File: config.mk
export PLATFORM = sky130hd
export DESIGN_NAME = scrd_decode
export DESIGN_NICKNAME = d
export VERILOG_FILES = /design/src/rtl/core/scrd_pkg.sv /design/src/rtl/core/scrd_decode.sv
export SDC_FILE = /design/constraint.sdc
export NUM_CORES = 1
export LEC_CHECK = 0
export BUFFER_PORTS_ARGS = -buffer_cell sky130_fd_sc_hd__buf_2
export CAP_MARGIN = 20
export CORE_MARGIN = 5
export CORE_UTILIZATION = 30
export CTS_CLUSTER_SIZE = 20
export DETAILED_ROUTE_END_ITERATION = 8
export PLACE_DENSITY = 0.5
export SLEW_MARGIN = 20
export SYNTH_ARGS = -nofsm -noshare
export SYNTH_HDL_FRONTEND = slang
export SYNTH_SLANG_ARGS = --single-unit
File: constraint.sdc
create_clock -name clk -period 6.6 [get_ports clk]
set_clock_uncertainty 0.05 [all_clocks]
set_input_delay 0.99 -clock clk [delete_from_list [all_inputs] [get_ports clk]]
set_output_delay 0.99 -clock clk [all_outputs]
set_load 0.01 [all_outputs]
File: src/rtl/core/scrd_pkg.sv
`timescale 1ns / 1ps

package scrd_pkg;

	// Field widths fixed by the item formats
	localparam int OP_W       = 2;
	localparam int SLOT_W     = 10;
	localparam int VALUE_W    = 16;
	localparam int ENTRY_W    = 10;
	localparam int NIBBLE_W   = 4;
	localparam int SUM_W      = 40;
	localparam int LEVEL_W    = 13;
	localparam int STEP_W     = 12;
	localparam int ROW_LEN_W  = 11;
	localparam int CFG_IDX_W  = 2;
	localparam int CFG_DATA_W = 11;

	typedef logic [OP_W-1:0] op_t;
	localparam op_t OP_LOAD_VECTOR = 2'd0;
	localparam op_t OP_LOAD_ORDER  = 2'd1;
	localparam op_t OP_CODE        = 2'd2;

	typedef logic [CFG_IDX_W-1:0] cfg_idx_t;
	localparam cfg_idx_t REG_USE_ORDER = 2'd0;
	localparam cfg_idx_t REG_ROW_LEN   = 2'd1;

	typedef logic signed [LEVEL_W-1:0] level_t;
	localparam level_t LEVEL_START = -13'sd2047;
	localparam level_t LEVEL_MAX   = 13'sd4095;

	localparam logic [NIBBLE_W-1:0]  ESCAPE_CODE   = 4'd15;
	localparam logic [ROW_LEN_W-1:0] ROW_LEN_RESET = 11'd768;

	typedef logic signed [SUM_W-1:0] sum_t;
	localparam sum_t SUM_MAX = {1'b0, {(SUM_W-1){1'b1}}};
	localparam sum_t SUM_MIN = {1'b1, {(SUM_W-1){1'b0}}};

	// Escape sequence position
	typedef enum logic [1:0] {
		ESC_NONE,
		ESC_LOW,
		ESC_MID,
		ESC_HIGH
	} esc_phase_t;

	typedef struct packed {
		op_t                        operation;
		logic [SLOT_W-1:0]          slot;
		logic signed [VALUE_W-1:0]  vector_value;
		logic [ENTRY_W-1:0]         order_entry;
		logic [NIBBLE_W-1:0]        code_nibble;
	} cmd_t;

	typedef struct packed {
		sum_t row_sum;
		logic level_overflow;
	} res_t;

	// Control for one decoded weight
	typedef struct packed {
		logic valid;
		logic last;
		logic ovf;
	} wctl_t;

endpackage

File: src/rtl/core/scrd_decode.sv
`timescale 1ns / 1ps

module scrd_decode #(
	parameter int MAX_ROW_LEN = 1024
) (
	input  logic                           clk,
	input  logic                           arst_n,
	input  logic                           take,
	input  logic [scrd_pkg::NIBBLE_W-1:0]  code_nibble,
	input  logic [scrd_pkg::ROW_LEN_W-1:0] row_length,
	output scrd_pkg::wctl_t                wctl,
	output scrd_pkg::level_t               level,
	output logic [$clog2(MAX_ROW_LEN)-1:0] pos
);
	import scrd_pkg::*;

	localparam int AW   = $clog2(MAX_ROW_LEN);
	localparam int CW   = $clog2(MAX_ROW_LEN + 1);
	localparam int CMPW = (CW > ROW_LEN_W) ? CW : ROW_LEN_W;

	esc_phase_t          phase_q, phase_nxt;
	logic [STEP_W-1:0]   esc_q, esc_nxt;
	logic [STEP_W-1:0]   step;
	logic                apply;
	level_t              level_q;
	logic [CW-1:0]       done_q;
	logic                ovf_q;
	logic signed [LEVEL_W:0] lvl_sum;
	logic                sat;
	level_t              lvl_new;
	logic [CMPW-1:0]     rl_ext;
	logic [CMPW-1:0]     eff_len;
	logic [CMPW-1:0]     done_inc;
	logic                last;

	// Escape sequencing: gather three digits, low first
	always_comb begin
		phase_nxt = phase_q;
		esc_nxt   = esc_q;
		apply     = 1'b0;
		step      = '0;
		case (phase_q)
			ESC_NONE: begin
				if (code_nibble == ESCAPE_CODE) begin
					phase_nxt = ESC_LOW;
					esc_nxt   = '0;
				end else begin
					apply = 1'b1;
					step  = {8'd0, code_nibble};
				end
			end
			ESC_LOW: begin
				esc_nxt   = {8'd0, code_nibble};
				phase_nxt = ESC_MID;
			end
			ESC_MID: begin
				esc_nxt   = {4'd0, code_nibble, esc_q[3:0]};
				phase_nxt = ESC_HIGH;
			end
			ESC_HIGH: begin
				apply     = 1'b1;
				step      = {code_nibble, esc_q[7:0]};
				esc_nxt   = '0;
				phase_nxt = ESC_NONE;
			end
			default: begin
				phase_nxt = ESC_NONE;
				esc_nxt   = '0;
			end
		endcase
	end

	// Step the level, saturate at the top
	assign lvl_sum = {level_q[LEVEL_W-1], level_q} + $signed({2'b00, step});
	assign sat     = lvl_sum > $signed({1'b0, LEVEL_MAX});
	assign lvl_new = sat ? LEVEL_MAX : lvl_sum[LEVEL_W-1:0];

	// Clamp the row length and detect the row end
	assign rl_ext   = CMPW'(row_length);
	assign eff_len  = (rl_ext == '0) ? CMPW'(1) :
		((rl_ext > CMPW'(MAX_ROW_LEN)) ? CMPW'(MAX_ROW_LEN) : rl_ext);
	assign done_inc = CMPW'(done_q) + CMPW'(1);
	assign last     = done_inc >= eff_len;

	assign wctl.valid = take && apply;
	assign wctl.last  = last;
	assign wctl.ovf   = ovf_q || sat;
	assign level      = lvl_new;
	assign pos        = done_q[AW-1:0];

	always_ff @(posedge clk or negedge arst_n) begin
		if (!arst_n) begin
			phase_q <= ESC_NONE;
		end else if (take) begin
			phase_q <= phase_nxt;
		end
	end

	// Advance the escape state on each taken nibble and the row state on each decoded weight
	always_ff @(posedge clk or negedge arst_n) begin
		if (!arst_n) begin
			esc_q   <= '0;
			level_q <= LEVEL_START;
			done_q  <= '0;
			ovf_q   <= 1'b0;
		end else if (take) begin
			esc_q <= esc_nxt;
			if (apply) begin
				if (last) begin
					level_q <= LEVEL_START;
					done_q  <= '0;
					ovf_q   <= 1'b0;
				end else begin
					level_q <= lvl_new;
					done_q  <= done_inc[CW-1:0];
					ovf_q   <= ovf_q || sat;
				end
			end
		end
	end
endmodule

# Word level (Yosys, flattened, before mapping)
# Index checks and enable logic that the tools add are counted.
[word_totals] register_bits=35 input_bits=18 word_cells=38 out_inout_bits=26
[op_classes] n_addsub=2 magnitude_cmp=3 reduce_logical=7 n_bitwise=1 eq_ne=5 muxes=14
[ops] cell="11-bit two-way mux" count=3
[ops] cell="8-bit one-hot mux with 4 select lines" count=1
[ops] cell="13-bit two-way mux" count=2
[ops] cell="12-bit one-hot mux with 2 select lines" count=1
[ops] cell="13-bit by 13-bit adder with 14-bit output" count=1
[ops] cell="14-bit by 13-bit > comparator with 1-bit output (second input constant)" count=1
[ops] cell="11-bit by 1-bit adder with 11-bit output (second input constant)" count=1
[ops] cell="11-bit greater-or-equal comparator" count=1
[ops] cell="11-bit > comparator (second input constant)" count=1
[ops] cell="11-bit zero test" count=1
[ops] cell="8-bit two-way mux" count=1
[ops] cell="2-bit one-hot mux with 4 select lines" count=1
[ops] cell="2-bit equality test (second input constant)" count=2
[ops] cell="4-bit equality test (second input constant)" count=1
[ops] cell="4-bit two-way mux" count=1
[ops] cell="2-bit AND reduction" count=2
[ops] cell="3-bit AND reduction" count=1
[ops] cell="2-bit by 1-bit equality test with 1-bit output (second input constant)" count=1
[ops] cell="2-bit zero test" count=1
[ops] cell="1-bit two-way mux" count=2
[ops] cell="2-bit two-way mux" count=1
[ops] cell="2-bit inequality test (second input constant)" count=1
[ops] cell="1-bit one-hot mux with 2 select lines" count=1
[ops] cell="1-bit logical AND" count=1
[ops] cell="2 further kinds" count=2

# Depth between registers and ports, before layout
[depth] ltp_word=7 mapped_depth=17

# Worst setup path before layout
# No wires, ideal clock.
[synth_timing] kind="input-to-output" start="in code_nibble[0] (netlist bit)" end="out level[11]" slack_ns=2.126 t_required_ns=5.560 n_path_buf=1 t_arrival_ns=3.434 cell_stages=13 cell_sequence="a41oi_1 -> a22oi_1 -> nor2_1 -> ha_1 -> inv_1 -> fa_1 -> nor2b_4 -> o31ai_2 -> a31oi_2 -> a41oi_2 -> mux2i_1 -> buf_6 -> or2_2"
[synth_between] elab_chain_cells=6
[synth_lines] item="from (decl)" line="scrd_decode.sv:9" rtl="input logic [scrd_pkg::NIBBLE_W-1:0] code_nibble,"
[synth_lines] item="4-bit equality test" line="scrd_decode.sv:44" rtl="if (code_nibble == ESCAPE_CODE) begin"
[synth_lines] item="4-bit two-way mux" line="scrd_decode.sv:44"
[synth_lines] item="12-bit one-hot mux with 2 select lines (*)" line="scrd_decode.sv:42" rtl="case (phase_q)"
[synth_lines] item="13-bit by 13-bit adder with 14-bit output (*)" line="scrd_decode.sv:74" rtl="assign lvl_sum = {level_q[LEVEL_W-1], level_q} + $signed({2'b00, step});"
[synth_lines] item="14-bit by 13-bit > comparator with 1-bit output" line="scrd_decode.sv:75" rtl="assign sat = lvl_sum > $signed({1'b0, LEVEL_MAX});"
[synth_lines] item="13-bit two-way mux (*)" line="scrd_decode.sv:76" rtl="assign lvl_new = sat ? LEVEL_MAX : lvl_sum[LEVEL_W-1:0];"
[synth_lines] item="to (decl)" line="scrd_decode.sv:12" rtl="output scrd_pkg::level_t level,"
# Every way passes the cells marked *; elsewhere a longest branch is shown, timed or not.

# Final worst setup path
[layout_timing] start="in code_nibble[0] (netlist bit)" end="out level[2]"
# The elaborated chain is that of the path after synthesis.

==> results.json <==
{
  "avgRoutedWirePerCell_um": 14.7,
  "clkTransAtPathRegs_ps": 70,
  "cp.arrival_ps": 4180,
  "outcome": "complete, no violations",
  "required_ps": 5560,
  "relSlewSlack": 0.459,
  "drive_gt1_frac": 0.199,
  "cts_resized": 0,
  "routed_wl_um": 6320,
  "clock_power_share": 0.123,
  "grt_max_degree": 36,
  "ant_nets": 0,
  "worst_slew_pin_slew_ps": 811,
  "firstDrtPassIters": 4,
  "fin_setup_tns_ps": 0,
  "hp-class": "reg2reg",
  "synth_warnings": 0,
  "drc": 0,
  "grt_pass1_vias": 2256,
  "syn_avg_cell_area_um2": 9.16,
  "post-place-ws_ps": 1170,
  "ys_ff_latch": 35,
  "comb_power_share": 0.592,
  "ys.flop_type": "dfrtp_1",
  "dp_hpwl_um": 4900,
  "n_fill_cell": 905,
  "seq_power_share": 0.285,
  "final_cell_area_um2": 2980,
  "nets": 368,
  "cts_tree": "built",
  "finalCritPeriodShare": 0.790,
  "cap_violations": 0,
  "synth_edf_count": 0,
  "synth_cell_type_count": 50,
  "switching_share": 0.452,
  "max_freq_mhz": 192,
  "drt-initial-drc-count": 90,
  "netlist_area_um2": 2660,
  "clk_latency_ps": 280,
  "die_h_um": 104,
  "clock-sinks": 35,
  "die_w_um": 104,
  "detail_route.vias_per_cell": 5.07,
  "cts-buffers-inserted": 5,
  "p_total_uw": 1210,
  "regArea_um2": 880,
  "setup_viol": 0,
  "multi_input_area_um2": 1620,
  "irDropWorstVdd_mv": 0.173,
  "die-area_um2": 10800,
  "utilization": 0.343,
  "grt_use_total": 0.121,
  "row_count": 34,
  "startpoint_type": "primary input",
  "crit_type": "in2out",
  "dr_total_vias": 2182,
  "htree_levels": 2,
  "antenna_found_initial": 0,
  "hold_violations": 0,
  "max-clock-path-buffers": 2,
  "synthesis.instances": 290,
  "gp_congestion": 0.842,
  "cp-end-kind": "output pin",
  "start_util": 0.306,
  "p_leak_uw": 0.00154,
  "power.density_nw_per_um2": 407,
  "yosysSeqAreaShare": 0.331,
  "setup_slack_ps": 1380,
  "insertedDiodeCount": 0,
  "core_um2": 8680,
  "pin_count": 44,
  "overflow": 0,
  "post_cts_buffers": 0,
  "crit_fanout": 15,
  "synth-async-reset-ratio": 1.00,
  "dpl_cell_area_um2": 2900,
  "min_period_ps": 5220,
  "synthToLayoutAreaGrowth_pct": 12.1,
  "intPower_uw": 664,
  "slew_violations": 0,
  "rsz0062_at_grt": "false",
  "p_switching_uw": 547,
  "port_buffers": 43,
  "clockRootBuffer": "clkbuf_8",
  "hold_buffers": 0,
  "synth_nets": 337,
  "grt_pass1_wl_um": 11100
}
## power groups by stage
stage | Clock (uW) | Sequential [uW] | Combinational [uW]
detailed placement | 0 | 349 | 728
CTS | 156 | 346 | 730
global placement | 0 | 351 | 725
global route | 167 | 356 | 811
floorplan | 0 | 331 | 528
finish | 149 | 345 | 717
## area by class of cell
cell class | count | share of cell area
Multi-Input combinational cell | 224 | 0.542
Sequential cell | 35 | 0.295
Timing Repair Buffer | 45 | 0.0772
Tap cell | 108 | 0.0453
Clock buffer | 7 | 0.0256
Inverter | 10 | 0.0126
Clock inverter | 1 | 0.00168
## cells in the final DEF (no fill, tap or decap), drive strengths merged, types with 3 or more instances in the layout
master	count
dfstp	3
nand3	4
and3	6
a31oi	4
nand4	5
a22oi	4
and2	8
o21ai	19
nor2	11
xor2	9
or2	5
nand2b	8
a21o	7
inv	9
dfrtp	32
nand2	33
xnor2	8
a22o	19
buf	45
nor2b	3
a21oi	17
o21a	3
ha	28
clkbuf	7
## cells by family after synthesis
group	after synthesis	synth area share
muxes	2	0.00800
DFF	35	0.331
and+or+nand+nor	88	0.167
xor gates and xnor gates	17	0.0560
AOI/OAI and AO/OA	88	0.236
buffers and inverters	31	0.0621
adders and majority gates	29	0.139
## stage by stage
stage | hold WS [ps] | cells
finish | 421 | 430
global route | 446 | 430
CTS | 427 | 430
detailed placement | 412 | 422
global placement | 405 | 422
floorplan | 392 | 290
## cell usage after synthesis (2+ instances only)
cell type | instances | area share
a211o_1 | 2 | 0.0066
a21o_1 | 7 | 0.020
a21oi_1 | 17 | 0.032
a22o_1 | 19 | 0.063
a22oi_1 | 4 | 0.011
a31oi_1 | 3 | 0.0071
and2_1 | 8 | 0.019
and3_1 | 6 | 0.014
buf_4 | 11 | 0.031
clkbuf_1 | 9 | 0.013
dfrtp_1 | 32 | 0.30
dfstp_2 | 3 | 0.030
ha_1 | 28 | 0.13
inv_1 | 9 | 0.013
nand2_1 | 33 | 0.047
nand2b_1 | 8 | 0.019
nand3_1 | 4 | 0.0075
nand4_1 | 5 | 0.012
nor2_1 | 11 | 0.016
nor2b_1 | 2 | 0.0047
nor3_1 | 2 | 0.0038
nor4_1 | 2 | 0.0047
o21a_1 | 3 | 0.0085
o21ai_0 | 18 | 0.034
o21bai_1 | 2 | 0.0056
or2_1 | 2 | 0.0047
or2_2 | 2 | 0.0047
xnor2_1 | 8 | 0.026
xor2_1 | 9 | 0.030
## layer usage
| metal | GRT usage | routed length [um] | vias to the layer above | part of all wire |
|---|---|---|---|---|
| li1 | - | - | 1095 | - |
| met1 | 0.159 | 2980 | 1032 | 0.47 |
| met2 | 0.201 | 3020 | 47 | 0.48 |
| met3 | 0.0286 | 277 | 8 | 0.044 |
| met4 | 0.0250 | 47 | 0 | 0.0074 |
| met5 | 0 | 0 | - | 0 |
## worst max-delay path: stages
cell and delay, ps:
buf_2 130, a41oi_1 450, a22oi_1 130, nor2_1 120, ha_1 200, inv_1 60, fa_1 420, nor2b_4 160
o31ai_2 80, a31oi_2 250, a41oi_2 200, mux2i_2 580, o21bai_1 250, buf_2 170
## flip-flops by register name, summed over array words and instances (netlist names)
name     flops
ovf_q        1
level_q     13
phase_q      2
esc_q        8
done_q      11
## path summary, 6_finish.rpt
kind / slack (ps) / depth (start not counted) / from / endpoint
worst max-delay path: 1380 / 14 / code_nibble[0] / level[2]
worst min-delay path: 420 / 2 / esc_q[5] / esc_q[5]
worst max register to register: 2770 / 16 / phase_q[0] / level_q[8]
worst min register to register: 420 / 2 / esc_q[5] / esc_q[5]
max in group asynchronous: 5240 / 1 / arst_n / level_q[1]
min in group asynchronous: 750 / 1 / arst_n / esc_q[0]
No activity file was read; power rests on OpenSTA's default activity.
