**config.mk**
```make
export PLATFORM = sky130hd
export DESIGN_NAME = scrd_mac
export DESIGN_NICKNAME = d
export VERILOG_FILES = /design/src/rtl/core/scrd_pkg.sv /design/src/rtl/core/scrd_mac.sv
export SDC_FILE = /design/constraint.sdc
export NUM_CORES = 1
export LEC_CHECK = 0
export BUFFER_PORTS_ARGS = -buffer_cell sky130_fd_sc_hd__buf_2
export CORE_UTILIZATION = 54
export DETAILED_ROUTE_END_ITERATION = 10
export PLACE_DENSITY = 0.78
export SLEW_MARGIN = 20
export SYNTH_ARGS = -nofsm -noshare
export SYNTH_HDL_FRONTEND = slang
export SYNTH_SLANG_ARGS = --single-unit
```
**constraint.sdc**
```tcl
create_clock -name clk -period 3.1 [get_ports clk]
set_input_delay 0.31 -clock clk [delete_from_list [all_inputs] [get_ports clk]]
set_output_delay 0.31 -clock clk [all_outputs]
set_load 0.005 [all_outputs]
```
**src/rtl/core/scrd_pkg.sv**
```systemverilog
`timescale 1ns / 1ps

package scrd_pkg;

	// Field widths fixed by the item formats
	localparam int OP_W       = 2;
	localparam int SLOT_W     = 10;
	localparam int VALUE_W    = 16;
	localparam int ENTRY_W    = 10;
	localparam int NIBBLE_W   = 4;
	localparam int SUM_W      = 40;
	localparam int LEVEL_W    = 13;
	localparam int STEP_W     = 12;
	localparam int ROW_LEN_W  = 11;
	localparam int CFG_IDX_W  = 2;
	localparam int CFG_DATA_W = 11;

	typedef logic [OP_W-1:0] op_t;
	localparam op_t OP_LOAD_VECTOR = 2'd0;
	localparam op_t OP_LOAD_ORDER  = 2'd1;
	localparam op_t OP_CODE        = 2'd2;

	typedef logic [CFG_IDX_W-1:0] cfg_idx_t;
	localparam cfg_idx_t REG_USE_ORDER = 2'd0;
	localparam cfg_idx_t REG_ROW_LEN   = 2'd1;

	typedef logic signed [LEVEL_W-1:0] level_t;
	localparam level_t LEVEL_START = -13'sd2047;
	localparam level_t LEVEL_MAX   = 13'sd4095;

	localparam logic [NIBBLE_W-1:0]  ESCAPE_CODE   = 4'd15;
	localparam logic [ROW_LEN_W-1:0] ROW_LEN_RESET = 11'd768;

	typedef logic signed [SUM_W-1:0] sum_t;
	localparam sum_t SUM_MAX = {1'b0, {(SUM_W-1){1'b1}}};
	localparam sum_t SUM_MIN = {1'b1, {(SUM_W-1){1'b0}}};

	// Escape sequence position
	typedef enum logic [1:0] {
		ESC_NONE,
		ESC_LOW,
		ESC_MID,
		ESC_HIGH
	} esc_phase_t;

	typedef struct packed {
		op_t                        operation;
		logic [SLOT_W-1:0]          slot;
		logic signed [VALUE_W-1:0]  vector_value;
		logic [ENTRY_W-1:0]         order_entry;
		logic [NIBBLE_W-1:0]        code_nibble;
	} cmd_t;

	typedef struct packed {
		sum_t row_sum;
		logic level_overflow;
	} res_t;

	// Control for one decoded weight
	typedef struct packed {
		logic valid;
		logic last;
		logic ovf;
	} wctl_t;

endpackage

```
**src/rtl/core/scrd_mac.sv**
```systemverilog
`timescale 1ns / 1ps

module scrd_mac #(
	parameter int VECTOR_BITS = 16
) (
	input  logic                          clk,
	input  logic                          arst_n,
	input  scrd_pkg::wctl_t               wctl_s2,
	input  scrd_pkg::level_t              level_s2,
	input  logic signed [VECTOR_BITS-1:0] vec_s2,
	input  logic                          res_ready,
	output logic                          res_valid,
	output scrd_pkg::res_t                res_data,
	output logic                          adv
);
	import scrd_pkg::*;

	localparam int PROD_W = LEVEL_W + VECTOR_BITS;

	logic signed [PROD_W-1:0] prod_s3;
	wctl_t                    wctl_s3;
	sum_t                     acc_q;
	logic signed [SUM_W:0]    sum_wide;
	sum_t                     sum_sat;
	logic                     res_valid_q;
	res_t                     res_q;

	// Stall only when a row end meets a full output register
	assign adv = !(wctl_s3.valid && wctl_s3.last && res_valid_q && !res_ready);

	// Multiply stage
	always_ff @(posedge clk or negedge arst_n) begin
		if (!arst_n) begin
			wctl_s3 <= '0;
		end else if (adv) begin
			wctl_s3 <= wctl_s2;
		end
	end

	always_ff @(posedge clk) begin
		if (adv) begin
			prod_s3 <= PROD_W'(level_s2) * PROD_W'(vec_s2);
		end
	end

	// Accumulate with saturation
	assign sum_wide = (SUM_W + 1)'(acc_q) + (SUM_W + 1)'(prod_s3);
	assign sum_sat  = (sum_wide > (SUM_W + 1)'(SUM_MAX)) ? SUM_MAX :
		((sum_wide < (SUM_W + 1)'(SUM_MIN)) ? SUM_MIN : sum_wide[SUM_W-1:0]);

	always_ff @(posedge clk or negedge arst_n) begin
		if (!arst_n) begin
			acc_q       <= '0;
			res_valid_q <= 1'b0;
		end else begin
			if (wctl_s3.valid && adv) begin
				acc_q <= wctl_s3.last ? '0 : sum_sat;
			end
			if (wctl_s3.valid && wctl_s3.last && adv) begin
				res_valid_q <= 1'b1;
			end else if (res_ready) begin
				res_valid_q <= 1'b0;
			end
		end
	end

	// Load the result register at row end
	always_ff @(posedge clk) begin
		if (wctl_s3.valid && wctl_s3.last && adv) begin
			res_q.row_sum        <= sum_sat;
			res_q.level_overflow <= wctl_s3.ovf;
		end
	end

	assign res_valid = res_valid_q;
	assign res_data  = res_q;
endmodule

```
# Word level (Yosys, flattened, before mapping)
# Cells that the tools add are included.
# Widths: inputs -> output; s select.
word_totals:
  reg_bits: 114
  in_bits: 35
  out_inout_bits: 43
  wordCells: 25
op_classes:
  addsub: 1
  n_mul: 1
  magnitude_cmp: 2
  n_mux: 5
  n_reduce_logical: 8
op_table:
  columns: ["op", "count"]
  rows:
  - ["$mux 40", 3]
  - ["$add 40x29->41", 1]
  - ["$gt 41x40->1 const B", 1]
  - ["$lt 41x40->1 const B", 1]
  - ["$mul 13x16->29", 1]
  - ["$logic_and 1x1->1", 5]
  - ["$logic_not 1->1", 2]
  - ["$mux 1", 2]
  - ["$reduce_bool 2->1", 1]

# Logic depth before layout (Yosys ltp)
# Gate-level depths: netlist of run 1.
logic_depth:
  word_depth: 6
  ltp_mapped: 24
  mapped_depth_nobuf: 23

# Worst setup path after synthesis of run 1
# Ideal clock, no wire load.
synth_timing:
  kind: "in2reg"
  start: "input port vec_s2[3]"
  end: "register prod_s3[27] (data pin)"
  setup_ps: 258
  t_arrival_ps: 5565
  t_required_ps: 2842
  setup_slack_ps: -2723
  stages: 18
  n_path_buf: 1
  path_cell_list: "clkbuf_1 -> and2_1 -> fa_1 -> inv_1 -> fa_1 -> inv_1 -> fa_1 -> fa_1 -> fa_1 -> fa_1 -> ha_1 -> nor4_1 -> a211oi_1 -> o31a_1 -> a41o_1 -> a221o_1 -> a21oi_1 -> xnor2_1"
synth_via:
  elab_chain_len: 1
synth_rtl:
  columns: ["element", "line", "rtl"]
  rows:
  - ["start, declared", "scrd_mac.sv:10", "input logic signed [VECTOR_BITS-1:0] vec_s2,"]
  - ["$mul 13x16->29", "scrd_mac.sv:42", "prod_s3 <= PROD_W'(level_s2) * PROD_W'(vec_s2);"]
  - ["end signal, assigned", "scrd_mac.sv:42", null]
  - ["end, declared", "scrd_mac.sv:20", "logic signed [PROD_W-1:0] prod_s3;"]
# Every way passes these cells.
# A chain may end at the register's enable or synchronous reset.

# Final worst setup path of run 1
layout_timing:
  start: "input port vec_s2[9]"
  end: "register prod_s3[27] (data pin)"
# The elaborated chain is that of the path after synthesis.

==> results.md, run 1 <==
- DRC: 0
- Effective utilization at floorplan: 54.9%
- DR iter-0 viols: 806
- Reg2reg path depth: 14
- Crit-path slowest cell: fa_1
- Initial antenna violation count: 0
- Critical Path Max Stage Delay: 570 ps
- CTS root buffer: clkbuf_16
- Die area: 26200 sq um
- Worst-skew pair later-pin latency: 420 ps
- DIE WIDTH: 162 microns
- Status: finished, violations left
- Commonest cells after routing, fill and taps aside: buf_4 (195), fa_1 (188), inv_1 (187)
- Final HPWL DP: 27100 microns
- Tmin final: 5160 ps
- Post-route worst setup slack: -2060 ps
- Async S/R FF share, synth: 38.6%
- Hold path cells: 2
- Pre-CTS WS: -2620 ps
- Crit share post-route: 167%
- Hold Fails Final Rpt: 0
- Largest fanout on the critical path: 4
- Final Slew Violations: 0
- Number of synthesized flops with an enable pin: 70
- Routed vias/inst: 5.61
- CP bufs+invs: 4
- Count of final setup violators: 25
- Final WL: 37200 microns
- Drt pass-1 iters: 5
- Worst-Margin Slew: 734 ps
- Endpoint type of the worst setup path: flip-flop
- Routed via count: 11300
- TritonCTS Buffers: 17
- Core Box Area: 25100 sq um
- Number of stages on the worst setup path: 20
- WL/cell: 18.5 microns
- H-tree depth: 4
- Net Count, Synth: 1729
- Final ANT Viol Nets: 0
- GR Overflow Total: 0
- Mapped Area: 13800 sq um
- Area grow syn2layout: 31.2%
- Most used cell, CP: fa_1
- Cells after synthesis: 1385
- Clk pin slew, worst setup/hold paths: 50 ps
- Nets: 2012
- Crit-path cells: buf_8 > and2_4 > fa_1 > inv_2 > fa_1 > inv_1 > fa_1 > fa_1 > fa_1 > fa_1 > ha_4 > nor2_4 > a21oi_2 > inv_2 > a211oi_4 > o31a_1 > a41o_1 > a221o_1 > a21oi_2 > xnor2_1
- Clock skew: 10.5 ps
- Synth Register Bits: 114
- Most used DFF post-synth: edfxtp_1
- Post-synth cell types: 67
- Max-Cap Viols: 0
- Crit-path leading delay family: adder cells
- N_diodes: 0
- Worst setup SP type: primary input
- Relative slew slack: 51.1%
- IO Port Bufs: 77
- Syn_area_per_cell: 9.95 sq um
- RSZ-0062 raised after global routing: yes
- Violations in the final reports: setup timing
- CTS tree: done
- Hold crit path type: in2reg
- Filler Cells Inserted: 1631
- Die Y: 162 microns
- Layout cell share with drive strength beyond 1: 32.3%
- Number of global-route vias before repair: 12200
- First-pass GRT wire length: 59000 microns
- GRT Util Overall: 28.5%
- # IOs: 78
- Commonest non-fill, non-tap cell in the layout: buf_4
- Warnings from Yosys: 0
- Final Util: 72.0%
- Row count: 58
- Placer Congestion: 0.943
- Clock sink count: 114
- Worst EP arrival: 5330 ps
- Part of the Yosys area used for sequential elements: 23.2%
- Fmax: 194 MHz
- Critical path class: in2reg
- Worst endpoint required time: 3270 ps
- Largest net degree at the start of global routing: 41
- CTS Buffer Depth: 2
==> synth_stat cells (10+ instances only) <==
library cell	number	area [sq um]
nand3_1	13	65.1
a21o_1	32	240
nand2_1	149	559
xor2_1	16	140
inv_1	206	773
xnor2_1	49	429
nor2_1	56	210
o21ai_0	51	255
nand2b_1	14	87.6
buf_2	11	55.1
edfxtp_1	70	2100
a22o_1	30	263
and2_1	94	588
clkbuf_1	38	143
ha_1	113	1410
fa_1	196	3920
nor3_1	10	50.1
a21oi_1	57	285
o21ai_2	10	87.6
dfrtp_1	44	1100
==> layer usage <==
| layer | routed length (microns) | track usage, % | up-vias |
|---|---|---|---|
| li1 | - | - | 5122 |
| met3 | 2020 | 3.19 | 125 |
| met2 | 19000 | 51.1 | 445 |
| met1 | 14800 | 34.9 | 5598 |
| met5 | 0 | 0 | - |
| met4 | 1340 | 11.6 | 0 |
==> repair_timing <==
action / CTS / global route
gates resized for setup: 160 / 105
buffers inserted: 33 / 16
hold buffers: 1 / 0
hold endpoints to repair: 27 / 0
setup endpoints to repair: 75 / 101
gates cloned: 1 / 2
pin swaps: 88 / 58
==> area by class of cell <==
class,instances,area (sq um),share of cell area (%)
Multi-Input combinational cell,1010,10500,58.0
Sequential cell,114,3200,17.7
Timing Repair Buffer,319,2590,14.3
Inverter,206,777,4.30
Clock buffer,21,450,2.49
Tap cell,330,413,2.28
Clock inverter,11,160,0.886
==> cell families after synthesis <==
| family | after synthesis | share of synthesized area (%) |
|---|---|---|
| DFF | 114 | 23.2 |
| muxes | 1 | 0.0817 |
| xor gates and xnor gates | 65 | 4.13 |
| and+or+nand+nor | 377 | 13.4 |
| buffers and inverters | 261 | 7.45 |
| AOI/OAI and AO/OA | 258 | 13.0 |
| adders and majority gates | 309 | 38.7 |
==> registers in the layout, summed over array words and instances, names as in the netlist <==
| signal | count |
|---|---|
| prod_s3 | 29 |
| acc_q | 40 |
| wctl_s3 | 3 |
| res_data | 41 |
| res_valid | 1 |
==> per-stage QoR <==
step	TNS [ps]	area, sq um	hold slack [ps]	instances
after floorplan	-38430	14100	14.4	1385
after global placement	-48970	16200	416	1941
after detailed placement	-51610	16200	417	1941
after CTS	-36420	17500	73.7	2000
after global routing	-40580	18100	87.5	2011
final	-37260	18100	80.9	2011
==> path summary, 6_finish.rpt <==
kind                              from           to  slack [ps]
setup reg to reg           prod_s3[28]     acc_q[0]         -30
setup / recovery             vec_s2[9]  prod_s3[27]       -2060
max in group asynchronous       arst_n    acc_q[39]        1850
hold / removal              wctl_s2[2]   wctl_s3[2]          80
hold reg to reg             wctl_s3[0]  res_data[0]         460
min in group asynchronous       arst_n     acc_q[4]         500
Power of run 1 is not shown: default switching activity piles up to over one toggle a cycle in this logic, so the estimate is an artifact.
==> run 2, diff against run 1 <==
--- a/config.mk
+++ b/config.mk
@@ -9,6 +9,7 @@
 export CORE_UTILIZATION = 54
 export DETAILED_ROUTE_END_ITERATION = 10
 export PLACE_DENSITY = 0.78
+export SETUP_SLACK_MARGIN = 0.3
 export SLEW_MARGIN = 20
 export SYNTH_ARGS = -nofsm -noshare
 export SYNTH_HDL_FRONTEND = slang
==> run 2 against run 1 <==
Effect of this change:
- the run still ends with setup timing left
- final area increased by 2.0%
- clock-buffer cell count decreased by 3
- die area unchanged
- first-iteration DRC count increased by 17%
- critical path depth increased by 1
- setup slack improved by 2.8 ps
- maximum frequency about the same
- routed wire length increased by 3.4%
==> results.md, run 2 (same netlist as run 1, synthesis figures left out) <==
- Status: finished, violations left
- Violations in the final reports: setup timing
- Most used cell, CP: fa_1
- First-pass GRT wire length: 59900 microns
- Count of final setup violators: 60
- Worst hold start: wctl_s2[1]
- CTS root buffer: clkbuf_16
- Crit share post-route: 166%
- Worst r2r src: prod_s3[28]
- RR Endpoint: acc_q[2]
- GRT Util Overall: 29.1%
- Final Slew Violations: 0
- Area grow syn2layout: 33.8%
- DR iter-0 viols: 947
- Relative slew slack: 37.2%
- Number of stages on the worst setup path: 21
- Tmin final: 5160 ps
- Worst-Margin Slew: 937 ps
- # IOs: 78
- Commonest non-fill, non-tap cell in the layout: inv_1
- RSZ-0062 raised after global routing: yes
- Initial antenna violation count: 0
- Final WL: 38400 microns
- CP Launch Point: vec_s2[8]
- Hold Fails Final Rpt: 0
- Worst setup SP type: primary input
- Filler Cells Inserted: 1612
- Crit-path slowest cell: fa_2
- CP bufs+invs: 4
- Die area: 26200 sq um
- H-tree depth: 4
- Setup crit end: prod_s3[28]
- Crit-path leading delay family: adder cells
- Commonest cells after routing, fill and taps aside: inv_1 (192), fa_1 (186), buf_4 (183)
- TritonCTS Buffers: 17
- Number of global-route vias before repair: 12100
- Core Box Area: 25100 sq um
- Hold crit path type: in2reg
- DRC: 0
- Worst-skew pair later-pin latency: 430 ps
- Effective utilization at floorplan: 54.9%
- Worst endpoint required time: 3280 ps
- Routed via count: 11400
- Critical path class: in2reg
- N_diodes: 0
- Final HPWL DP: 25900 microns
- Post-route worst setup slack: -2060 ps
- Worst EP arrival: 5340 ps
- WL/cell: 19.3 microns
- Largest net degree at the start of global routing: 41
- Layout cell share with drive strength beyond 1: 33.3%
- Clk pin slew, worst setup/hold paths: 50 ps
- Final Util: 73.4%
- Endpoint type of the worst setup path: flip-flop
- Final ANT Viol Nets: 0
- Fmax: 194 MHz
- Max FFs per register: 41
- Routed vias/inst: 5.72
- DIE WIDTH: 162 microns
- Max-Cap Viols: 0
- Critical Path Max Stage Delay: 550 ps
- Clock skew: 6.79 ps
- Die Y: 162 microns
- Largest fanout on the critical path: 4
- CTS tree: done
- Placer Congestion: 0.928
- IO Port Bufs: 77
- GR Overflow Total: 0
- Flop2flop setup slack: -120 ps
- Reg2reg path depth: 15
- Drt pass-1 iters: 7
- Nets: 1996
- Clock sink count: 114
- Row count: 58
- CTS Buffer Depth: 2
- Crit-path cells: buf_4 > buf_4 > and2_4 > fa_1 > inv_1 > fa_1 > inv_1 > fa_1 > fa_2 > fa_1 > ha_4 > ha_4 > o21a_1 > o2111a_1 > a211oi_2 > o21ai_1 > a21oi_2 > o31ai_2 > a21o_1 > a21oi_2 > xnor2_1
[run 2: per-layer routing]
layer / GRT usage, % / up-vias / share of wire [%]
li1: - / 5087 / -
met1: 35.8 / 5654 / 39
met2: 51.2 / 526 / 51
met3: 3.52 / 135 / 5.5
met4: 13.9 / 0 / 4.5
met5: 0 / - / 0
[run 2: final cells by class]
| cell class | instances | area, sq um | share of cell area [%] |
|---|---|---|---|
| multi-input combinational | 1011 | 10900 | 59.0 |
| clock buffer | 18 | 429 | 2.33 |
| clock inverter | 14 | 140 | 0.760 |
| tap | 330 | 413 | 2.24 |
| timing repair buffer | 302 | 2600 | 14.1 |
| sequential | 114 | 3200 | 17.4 |
| inverter | 206 | 773 | 4.19 |
[run 2: how the worst min path moves through the flow]
stage	end	depth (start not counted)	slack, ps
final	wctl_s3[1]	2	70
after global routing	wctl_s3[2]	2	70
after CTS	wctl_s3[1]	2	80
after detailed placement	wctl_s3[2]	1	430
after global placement	acc_q[5]	1	430
after floorplan	acc_q[0]	0	10
[run 2: what timing repair did]
action	in CTS	in global routing
cloned	7	1
hold buffers	1	0
endpoints found under the setup margin	103	105
resized for setup	194	95
pin swaps	81	77
hold endpoints to repair	29	0
setup buffers	31	21
[run 2: worst reg2reg max path, cell delays in order (launching register included)]
cell,delay [ps]
edfxtp_1,440
buf_6,160
buf_16,150
ha_4,290
nand4_1,170
or3_4,450
buf_6,140
nor2b_4,130
nor4b_4,60
xnor2_2,320
buf_4,210
nand2_8,90
buf_12,150
buf_16,140
o21ai_4,60
a22o_1,180
[run 2: per-stage QoR]
stage | cell area [sq um] | cells | hold WS [ps] | setup TNS (ps) | setup slack [ps]
final | 18400 | 1995 | 69.1 | -38510 | -2060
after global placement | 16000 | 1902 | 429 | -47040 | -2540
after floorplan | 14300 | 1385 | 14.4 | -38430 | -2310
after detailed placement | 16000 | 1902 | 428 | -48710 | -2670
after CTS | 17800 | 1973 | 76.1 | -35760 | -2040
after global routing | 18400 | 1995 | 73.8 | -45030 | -2260
Power of run 2 is left out for the same reason.
